### config.mk
export PLATFORM = sky130hd
export DESIGN_NAME = retry_backoff_budget
export DESIGN_NICKNAME = d
export VERILOG_FILES = /design/src/rtl/core/rbb_pkg.sv /design/src/rtl/core/rbb_mul_unit.sv /design/src/rtl/core/rbb_mod_unit.sv /design/src/rtl/core/retry_backoff_budget.sv
export SDC_FILE = /design/constraint.sdc
export NUM_CORES = 2
export LEC_CHECK = 0
export BUFFER_PORTS_ARGS = -buffer_cell sky130_fd_sc_hd__buf_4
export CORE_MARGIN = 4
export CORE_UTILIZATION = 50
export CTS_BUF_LIST = sky130_fd_sc_hd__clkbuf_8
export DETAILED_ROUTE_END_ITERATION = 10
export PLACE_DENSITY_LB_ADDON = 0.08
export SKIP_CTS_REPAIR_TIMING = 1
export SYNTH_ARGS = -nofsm -noshare
export SYNTH_HDL_FRONTEND = slang
export SYNTH_SLANG_ARGS = --single-unit
### constraint.sdc
create_clock -name clk -period 11.12 [get_ports clk]
set_input_delay 0.556 -clock clk [delete_from_list [all_inputs] [get_ports clk]]
set_output_delay 0.556 -clock clk [all_outputs]
set_load 0.02 [all_outputs]
### src/rtl/core/rbb_pkg.sv
// Shared types, constants and register codes for the retry backoff budget block.
package rbb_pkg;

  // Retry counter and budget
  localparam int unsigned CNT_W = 9;
  localparam logic [CNT_W-1:0] EXTRA_THROTTLE_RETRIES = 9'd5;

  // Wait values
  localparam int unsigned WAIT_W = 63;
  localparam logic [WAIT_W-1:0] WAIT_MAX = {WAIT_W{1'b1}};
  localparam int unsigned CLAMP_W = 14;
  localparam logic [CLAMP_W-1:0] THROTTLE_CAP_MS = 14'd10000;
  localparam logic [CLAMP_W-1:0] MS_PER_S = 14'd1000;
  localparam logic [31:0] RA_CAP_S = 32'd10;

  // Jitter remainder unit
  localparam int unsigned JIT_DIV_W = 13;
  localparam int unsigned JIT_DVD_W = 64;
  localparam int unsigned JIT_CNT_W = 7;
  localparam logic [JIT_CNT_W-1:0] JIT_STEPS = 7'd64;

  // Shared multiply-accumulate unit
  localparam int unsigned MUL_A_W = 32;
  localparam int unsigned MUL_B_W = 16;
  localparam int unsigned MUL_C_W = 49;
  localparam int unsigned MUL_P_W = 50;

  // Configuration port
  localparam int unsigned CFG_IDX_W = 2;
  localparam int unsigned CFG_DATA_W = 20;
  localparam logic [CFG_IDX_W-1:0] CFG_MAX_RETRIES = 2'd0;
  localparam logic [CFG_IDX_W-1:0] CFG_BASE_WAIT_MS = 2'd1;
  localparam logic [CFG_IDX_W-1:0] CFG_BACKOFF_FACTOR = 2'd2;

  typedef struct packed {
    logic        throttled;
    logic        retry_after_valid;
    logic [31:0] retry_after_seconds;
    logic [63:0] random_word;
  } evt_t;

  typedef struct packed {
    logic              retry_allowed;
    logic [WAIT_W-1:0] wait_ms;
    logic [CNT_W-1:0]  retries_so_far;
  } res_t;

  typedef struct packed {
    logic [MUL_A_W-1:0] a;
    logic [MUL_B_W-1:0] b;
    logic [MUL_C_W-1:0] c;
  } mul_op_t;

  typedef struct packed {
    logic                 start;
    logic [JIT_DVD_W-1:0] dividend;
    logic [JIT_DIV_W-1:0] divisor;
  } mod_req_t;

  typedef struct packed {
    logic                 done;
    logic [JIT_DIV_W-1:0] rem;
  } mod_rsp_t;

endpackage

### src/rtl/core/rbb_mul_unit.sv
// Shared 32x16 multiply-accumulate unit with a registered product.
module rbb_mul_unit
  import rbb_pkg::*;
(
  input  logic               clk,
  input  mul_op_t            op,
  output logic [MUL_P_W-1:0] p
);

  // Register a*b+c every cycle
  always_ff @(posedge clk) begin
    p <= MUL_P_W'(op.a * op.b) + MUL_P_W'(op.c);
  end

endmodule

### src/rtl/core/rbb_mod_unit.sv
// Bit-serial restoring remainder unit for the jitter term.
module rbb_mod_unit
  import rbb_pkg::*;
(
  input  logic     clk,
  input  logic     rst,
  input  mod_req_t req,
  output mod_rsp_t rsp
);

  logic [JIT_CNT_W-1:0] cnt;
  logic [JIT_DVD_W-1:0] dvd;
  logic [JIT_DIV_W-1:0] div_q;
  logic [JIT_DIV_W-1:0] rem;
  logic                 done;
  logic [JIT_DIV_W:0]   trial;

  // Shift the next dividend bit into the partial remainder
  assign trial = {rem, dvd[JIT_DVD_W-1]};

  // Control: step counter and done pulse
  always_ff @(posedge clk) begin
    if (rst) begin
      cnt  <= '0;
      done <= 1'b0;
    end else if (req.start) begin
      cnt  <= JIT_STEPS;
      done <= 1'b0;
    end else begin
      done <= (cnt == JIT_CNT_W'(1));
      if (cnt != '0) begin
        cnt <= cnt - JIT_CNT_W'(1);
      end
    end
  end

  // Datapath: one compare and subtract per bit
  always_ff @(posedge clk) begin
    if (req.start) begin
      dvd   <= req.dividend;
      div_q <= req.divisor;
      rem   <= '0;
    end else if (cnt != '0) begin
      dvd <= {dvd[JIT_DVD_W-2:0], 1'b0};
      if (trial >= {1'b0, div_q}) begin
        rem <= JIT_DIV_W'(trial - {1'b0, div_q});
      end else begin
        rem <= trial[JIT_DIV_W-1:0];
      end
    end
  end

  assign rsp.done = done;
  assign rsp.rem  = rem;

endmodule

### src/rtl/core/retry_backoff_budget.sv
// Top level of the retry budget block: sequencer, state and configuration registers.
//
//   channel | signals                              | beat
//   --------+--------------------------------------+----------------------------------
//   evt     | evt_valid, evt_ready, evt            | one failed-attempt event
//   res     | res_valid, res_ready, res            | one result per event
//   cfg     | cfg_valid, cfg_ready, cfg_index/data | one register write
//
// Each exponent step of the backoff product runs three partial products and an update on
// the shared 32x16 multiplier; a throttled retry adds a clamp, then the 64-step
// bit-serial remainder for the jitter.
// A refused event or a first or second ordinary retry goes from idle to S_DONE.
// Reset clears the retry count and loads the register defaults; cfg_ready is high
// whenever reset is low.
// evt_ready is low while an event is in work; a result held by a stalled res side
// keeps the sequencer in its output state until the beat can be loaded.
module retry_backoff_budget
  import rbb_pkg::*;
(
  input  logic                  clk,
  input  logic                  rst,
  input  logic                  evt_valid,
  output logic                  evt_ready,
  input  evt_t                  evt,
  output logic                  res_valid,
  input  logic                  res_ready,
  output res_t                  res,
  input  logic                  cfg_valid,
  output logic                  cfg_ready,
  input  logic [CFG_IDX_W-1:0]  cfg_index,
  input  logic [CFG_DATA_W-1:0] cfg_data
);

  typedef enum logic [7:0] {
    S_IDLE    = 8'b0000_0001,
    S_MUL_LO  = 8'b0000_0010,
    S_MUL_MID = 8'b0000_0100,
    S_MUL_HI  = 8'b0000_1000,
    S_UPD     = 8'b0001_0000,
    S_CLAMP   = 8'b0010_0000,
    S_MOD     = 8'b0100_0000,
    S_DONE    = 8'b1000_0000
  } state_t;

  state_t state;

  // Configuration and budget state
  logic [7:0]       max_retries;
  logic [19:0]      base_wait_ms;
  logic [15:0]      backoff_factor_q8;
  logic [CNT_W-1:0] retry_count;

  // Per-event working registers
  evt_t               ev;
  logic               allowed;
  logic [CNT_W-1:0]   expo;
  logic [WAIT_W-1:0]  ip;
  logic [7:0]         fp;
  logic [31:0]        low32;
  logic [CLAMP_W-1:0] wait_cl;

  // Shared units
  mul_op_t            mul_op;
  logic [MUL_P_W-1:0] mp;
  mod_req_t           mod_req;
  mod_rsp_t           mod_rsp;

  // Budget test and clamp logic
  logic [CNT_W-1:0]   limit;
  logic [CNT_W-1:0]   count_new;
  logic [CLAMP_W-1:0] wait_capped;
  logic [3:0]         ra_c;
  logic [CLAMP_W-1:0] ra_ms;
  logic [CLAMP_W-1:0] wait_clamp;
  logic               scale_sat;
  state_t             after_scale;

  assign evt_ready = (state == S_IDLE) && !rst;
  assign cfg_ready = !rst;

  assign limit     = {1'b0, max_retries} + (evt.throttled ? EXTRA_THROTTLE_RETRIES : '0);
  assign count_new = retry_count + CNT_W'(1);

  assign wait_capped = (ip > WAIT_W'(THROTTLE_CAP_MS)) ? THROTTLE_CAP_MS : ip[CLAMP_W-1:0];
  assign ra_c        = (ev.retry_after_seconds > RA_CAP_S) ? RA_CAP_S[3:0]
                                                           : ev.retry_after_seconds[3:0];
  assign ra_ms       = CLAMP_W'(ra_c) * MS_PER_S;
  assign wait_clamp  = (ev.retry_after_valid && (ra_ms > wait_capped)) ? ra_ms : wait_capped;

  assign scale_sat   = |mp[MUL_P_W-1:31];
  assign after_scale = ev.throttled ? S_CLAMP : S_DONE;

  // Select multiplier operands for the current partial product
  always_comb begin
    mul_op = '0;
    case (state)
      S_MUL_LO: begin
        mul_op.a = {16'b0, ip[7:0], fp};
        mul_op.b = backoff_factor_q8;
      end
      S_MUL_MID: begin
        mul_op.a = ip[39:8];
        mul_op.b = backoff_factor_q8;
        mul_op.c = MUL_C_W'(mp[31:16]);
      end
      S_MUL_HI: begin
        mul_op.a = {9'b0, ip[62:40]};
        mul_op.b = backoff_factor_q8;
        mul_op.c = MUL_C_W'(mp[48:32]);
      end
      default: begin
        mul_op = '0;
      end
    endcase
  end

  // Start the jitter remainder from the clamped wait
  always_comb begin
    mod_req.start    = (state == S_CLAMP);
    mod_req.dividend = ev.random_word;
    mod_req.divisor  = JIT_DIV_W'(wait_clamp >> 1) + JIT_DIV_W'(1);
  end

  rbb_mul_unit u_mul (
    .clk (clk),
    .op  (mul_op),
    .p   (mp)
  );

  rbb_mod_unit u_mod (
    .clk (clk),
    .rst (rst),
    .req (mod_req),
    .rsp (mod_rsp)
  );

  // Write configuration registers
  always_ff @(posedge clk) begin
    if (rst) begin
      max_retries       <= 8'd3;
      base_wait_ms      <= 20'd100;
      backoff_factor_q8 <= 16'd1024;
    end else if (cfg_valid && cfg_ready) begin
      case (cfg_index)
        CFG_MAX_RETRIES:    max_retries       <= cfg_data[7:0];
        CFG_BASE_WAIT_MS:   base_wait_ms      <= cfg_data;
        CFG_BACKOFF_FACTOR: backoff_factor_q8 <= cfg_data[15:0];
        default: ;
      endcase
    end
  end

  // Sequencer and control state
  always_ff @(posedge clk) begin
    if (rst) begin
      state       <= S_IDLE;
      retry_count <= '0;
      res_valid   <= 1'b0;
    end else begin
      // Raise valid when a result is loaded, drop it once the beat is taken
      if ((state == S_DONE) && (!res_valid || res_ready)) begin
        res_valid <= 1'b1;
      end else if (res_valid && res_ready) begin
        res_valid <= 1'b0;
      end
      case (state)
        S_IDLE: begin
          if (evt_valid) begin
            if (retry_count >= limit) begin
              state <= S_DONE;
            end else begin
              retry_count <= count_new;
              if (!evt.throttled && (count_new == CNT_W'(1))) begin
                state <= S_DONE;
              end else if (evt.throttled) begin
                state <= (count_new == CNT_W'(1)) ? S_CLAMP : S_MUL_LO;
              end else begin
                state <= (count_new == CNT_W'(2)) ? S_DONE : S_MUL_LO;
              end
            end
          end
        end
        S_MUL_LO:  state <= S_MUL_MID;
        S_MUL_MID: state <= S_MUL_HI;
        S_MUL_HI:  state <= S_UPD;
        S_UPD: begin
          if (scale_sat || (expo == CNT_W'(1))) begin
            state <= after_scale;
          end else begin
            state <= S_MUL_LO;
          end
        end
        S_CLAMP: state <= S_MOD;
        S_MOD: begin
          if (mod_rsp.done) begin
            state <= S_DONE;
          end
        end
        S_DONE: begin
          if (!res_valid || res_ready) begin
            state <= S_IDLE;
          end
        end
        default: state <= S_IDLE;
      endcase
    end
  end

  // Datapath registers
  always_ff @(posedge clk) begin
    case (state)
      S_IDLE: begin
        ev <= evt;
        fp <= '0;
        if (retry_count >= limit) begin
          allowed <= 1'b0;
          ip      <= '0;
        end else begin
          allowed <= 1'b1;
          ip      <= (!evt.throttled && (count_new == CNT_W'(1))) ? '0
                                                                  : WAIT_W'(base_wait_ms);
          expo    <= evt.throttled ? (count_new - CNT_W'(1)) : (count_new - CNT_W'(2));
        end
      end
      S_MUL_MID: fp    <= mp[15:8];
      S_MUL_HI:  low32 <= mp[31:0];
      S_UPD: begin
        if (scale_sat) begin
          ip <= WAIT_MAX;
        end else begin
          ip <= {mp[30:0], low32};
        end
        expo <= expo - CNT_W'(1);
      end
      S_CLAMP: wait_cl <= wait_clamp;
      S_MOD: begin
        if (mod_rsp.done) begin
          ip <= WAIT_W'(wait_cl - CLAMP_W'(mod_rsp.rem));
        end
      end
      S_DONE: begin
        if (!res_valid || res_ready) begin
          res.retry_allowed  <= allowed;
          res.wait_ms        <= ip;
          res.retries_so_far <= retry_count;
        end
      end
      default: ;
    endcase
  end

endmodule

==> flow_metrics.py <==
metrics = {
    "outcome": {
        "status": "completed",
    },
    "routing": {
        "routedWlPerCell_um": 21.8,
        "drt_wl_total_um": 114000,
        "vias": 28635,
        "drt_pass1_iterations": 8,
        "drc": 0,
        "final_antenna_net_count": 0,
        "viasPerCell": 5.46,
        "first_iter_violations": 2510,
    },
    "logic_synthesis": {
        "netlist_area_sq_um": 38600,
        "synth_ff_type": "edfxtp_1",
        "synth_top_family_by_area": "adder cells",
        "syn-num-nets": 4714,
        "avgSynthCellArea_sq_um": 9.82,
        "synthMuxAreaShare_pct": 0.133,
        "synth_top_area_cell": "edfxtp_1",
        "synth_common_cells": "nand2_1, inv_1, fa_1",
        "synth_most_common_cell": "nand2_1",
        "yosys_warnings": 0,
        "synthTopCellsByArea": "edfxtp_1, fa_1, nand2_1, ha_1, dfxtp_1",
        "synth_seq_area_share_pct": 36.0,
        "yosysTopAreaCellShare_pct": 29.2,
        "synth-simple-area-share_pct": 15.3,
        "synth_seq_cells": 507,
        "synth_compound_area_share_pct": 7.87,
        "ys_types": 79,
        "synth-xor-area-share_pct": 2.61,
        "synthesis.instances": 3930,
        "synthArstFlopShare_pct": 0,
        "synth_edf_count": 375,
        "synth_fa_ha_area_share_pct": 30.0,
    },
    "sta": {
        "fin_crit_ns": 10.0,
        "max_freq_mhz": 100,
        "drv_slew": 0,
        "tightest_slew_ns": 1.14,
        "setup-violations-final": 0,
        "fin_worst_skew_ns": 0.0679,
        "worst_slack_ns": 1.12,
        "hold_viol_final": 0,
        "post-route-period-util_pct": 89.9,
        "grt_setup_unrepaired": "no",
        "totalNegativeSetupSlack_ns": 0,
        "max_slew_margin_pct": 24.1,
    },
    "power": {
        "power_frac_comb_pct": 23.8,
        "power_density_nw_per_um2": 154,
        "seqPwrFrac_pct": 48.6,
        "p_int_mw": 4.37,
        "power_switching_share_pct": 34.6,
        "irDropWorstVdd_uv": 163,
        "p_leak_nw": 19.8,
        "p_clk_share_pct": 27.6,
        "p_switching_mw": 2.31,
        "power_mw": 6.67,
    },
    "clocking": {
        "cts_tree": "done",
        "root_buffer": "clkbuf_8",
        "cts_buffer_depth": 3,
        "numCtsBuffers": 90,
        "h-tree-depth": 3,
        "path_clk_slew_ns": 0.06,
        "clock-sinks": 507,
        "clock_latency_ns": 0.72,
    },
    "run": {
        "maxCapViolCount": 0,
    },
    "worst_setup_path": {
        "startpoint_type": "flop",
        "crit_fanout": 114,
        "cp.arrival_ns": 10.57,
        "critPathCaptureType": "flop",
        "crit_required_ns": 11.70,
        "critPathKind": "reg2reg",
    },
    "global_route": {
        "grt_pass1_wl_um": 176000,
        "antenna_found_initial": 2,
        "grt_max_degree": 115,
        "grt_pass1_vias": 28727,
        "grt.overflow.total": 0,
        "grt_use_total_pct": 28.2,
    },
    "finish": {
        "area_delta_synth_final_pct": 12.6,
        "drive_gt1_share_pct": 9.73,
        "multi_input_area_sq_um": 21700,
        "regArea_sq_um": 13900,
        "post-route-util_pct": 57.0,
        "fillers": 6742,
        "fin_area_sq_um": 43400,
        "nets": 4918,
    },
    "floorplan": {
        "num_rows": 101,
        "core_area_sq_um": 76200,
        "initial_core_util_pct": 50.6,
        "die_y_um": 286,
        "dieArea_sq_um": 81700,
        "io_pins": 201,
        "die_x_um": 286,
    },
    "placed_design": {
        "post-dp-hpwl_um": 88200,
        "numPortBuffers": 200,
        "place_ws_ns": 1.35,
        "place_congestion": 0.980,
        "placed_area_sq_um": 41100,
    },
    "hold_path": {
        "hold_class": "in2reg",
    },
}
registers in the layout, summed over array words and instances (netlist names):
signal             count
wait_cl               14
backoff_factor_q8     16
expo                   9
u_mod.cnt              7
u_mul.p               49
u_mod.dvd             64
res_valid              1
max_retries            8
u_mod.rem             13
allowed                1
ev                    98
low32                 32
state                  8
retry_count            9
base_wait_ms          20
u_mod.div_q           13
u_mod.done             1
fp                     8
ip                    63
res                   73
critical path: stages, from the launching register on:
cell and delay, ns:
dfxtp_1 0.35, or4_1 0.55, or3_1 0.38, nor3b_4 0.22, buf_4 0.81, a22oi_1 0.25, nand2_1 0.41, nand3_1 0.25
fa_1 0.54, fa_1 0.58, inv_1 0.07, fa_1 0.50, fa_1 0.52, fa_1 0.54, inv_1 0.05, fa_1 0.52
inv_1 0.04, ha_1 0.40, nand4_1 0.20, or4_1 0.51, a211oi_1 0.81, o21ai_1 0.41, nand2_1 0.20, o211ai_1 0.14
o221ai_1 0.28, a221oi_1 0.15, xnor2_1 0.14
worst paths after layout:
check | startpoint | endpoint | slack, ns | depth (start not counted)
setup / recovery | state[7] | u_mul.p[43] | 1.12 | 26
hold / removal | evt[21] | ev[21] | 0.05 | 1
setup reg to reg | state[7] | u_mul.p[43] | 1.12 | 26
hold reg to reg | allowed | res[72] | 0.42 | 0
layout by cell type, fill, tap and decap left out, drive strengths merged, types with 13 or more instances in the layout:
cell type,Yosys,routed
o21a,13,13
or3,15,15
xnor2,70,70
dlygate4sd3,0,45
dfxtp,132,132
a21o,31,31
o21ai,123,123
o211ai,18,18
inv,634,667
nor2,294,294
edfxtp,375,375
nor4,30,30
nor2b,16,16
nand2,734,734
clkbuf,138,99
xor2,45,45
a21oi,130,130
buf,39,244
nor3,37,37
and3,66,66
a22oi,37,37
clkinv,0,27
a211oi,18,18
fa,445,445
ha,214,214
o221ai,14,14
nand4,24,24
nand3,35,35
a31oi,13,13
and2,53,53
nand2b,16,16
stage by stage:
stage / hold WS [ns] / cells
3_5_place_dp: 0.406 / 5027
5_1_grt: 0.000333 / 5243
3_3_place_gp: 0.406 / 5027
6_report: 0.0499 / 5245
4_1_cts: -0.0541 / 5197
2_1_floorplan: 0.400 / 3930
power groups by stage:
stage | Clock, mW | Sequential (mW) | Combinational (mW)
floorplan | 0 | 3.13 | 1.07
global placement | 0 | 3.27 | 1.57
detailed placement | 0 | 3.27 | 1.57
CTS | 1.89 | 3.24 | 1.58
global route | 1.98 | 3.29 | 1.76
finish | 1.84 | 3.24 | 1.59
logic make-up after synthesis:
group / after synthesis
compound gates: 472
flops: 507
simple gates: 1361
fa+ha+maj: 659
xor+xnor: 115
mux: 5
buf+inv: 811
metal layers:
| layer | track usage (%) | part of all wire [%] | wire length [um] |
|---|---|---|---|
| met3 | 5.72 | 9.1 | 10400 |
| met2 | 43.3 | 45 | 50900 |
| met4 | 8.31 | 3.2 | 3650 |
| met1 | 40.6 | 43 | 49300 |
| met5 | 0 | 0 | 0 |
cell type report:
cell class,instances,area share [%]
antenna,3,0.0173
inverter,634,5.48
clock inverter,71,1.31
multi-input combinational,2612,49.8
clock buffer,99,3.14
sequential,507,32.0
tap,1030,2.97
timing repair buffer,289,5.25
Power figures use the tool's default switching activity.
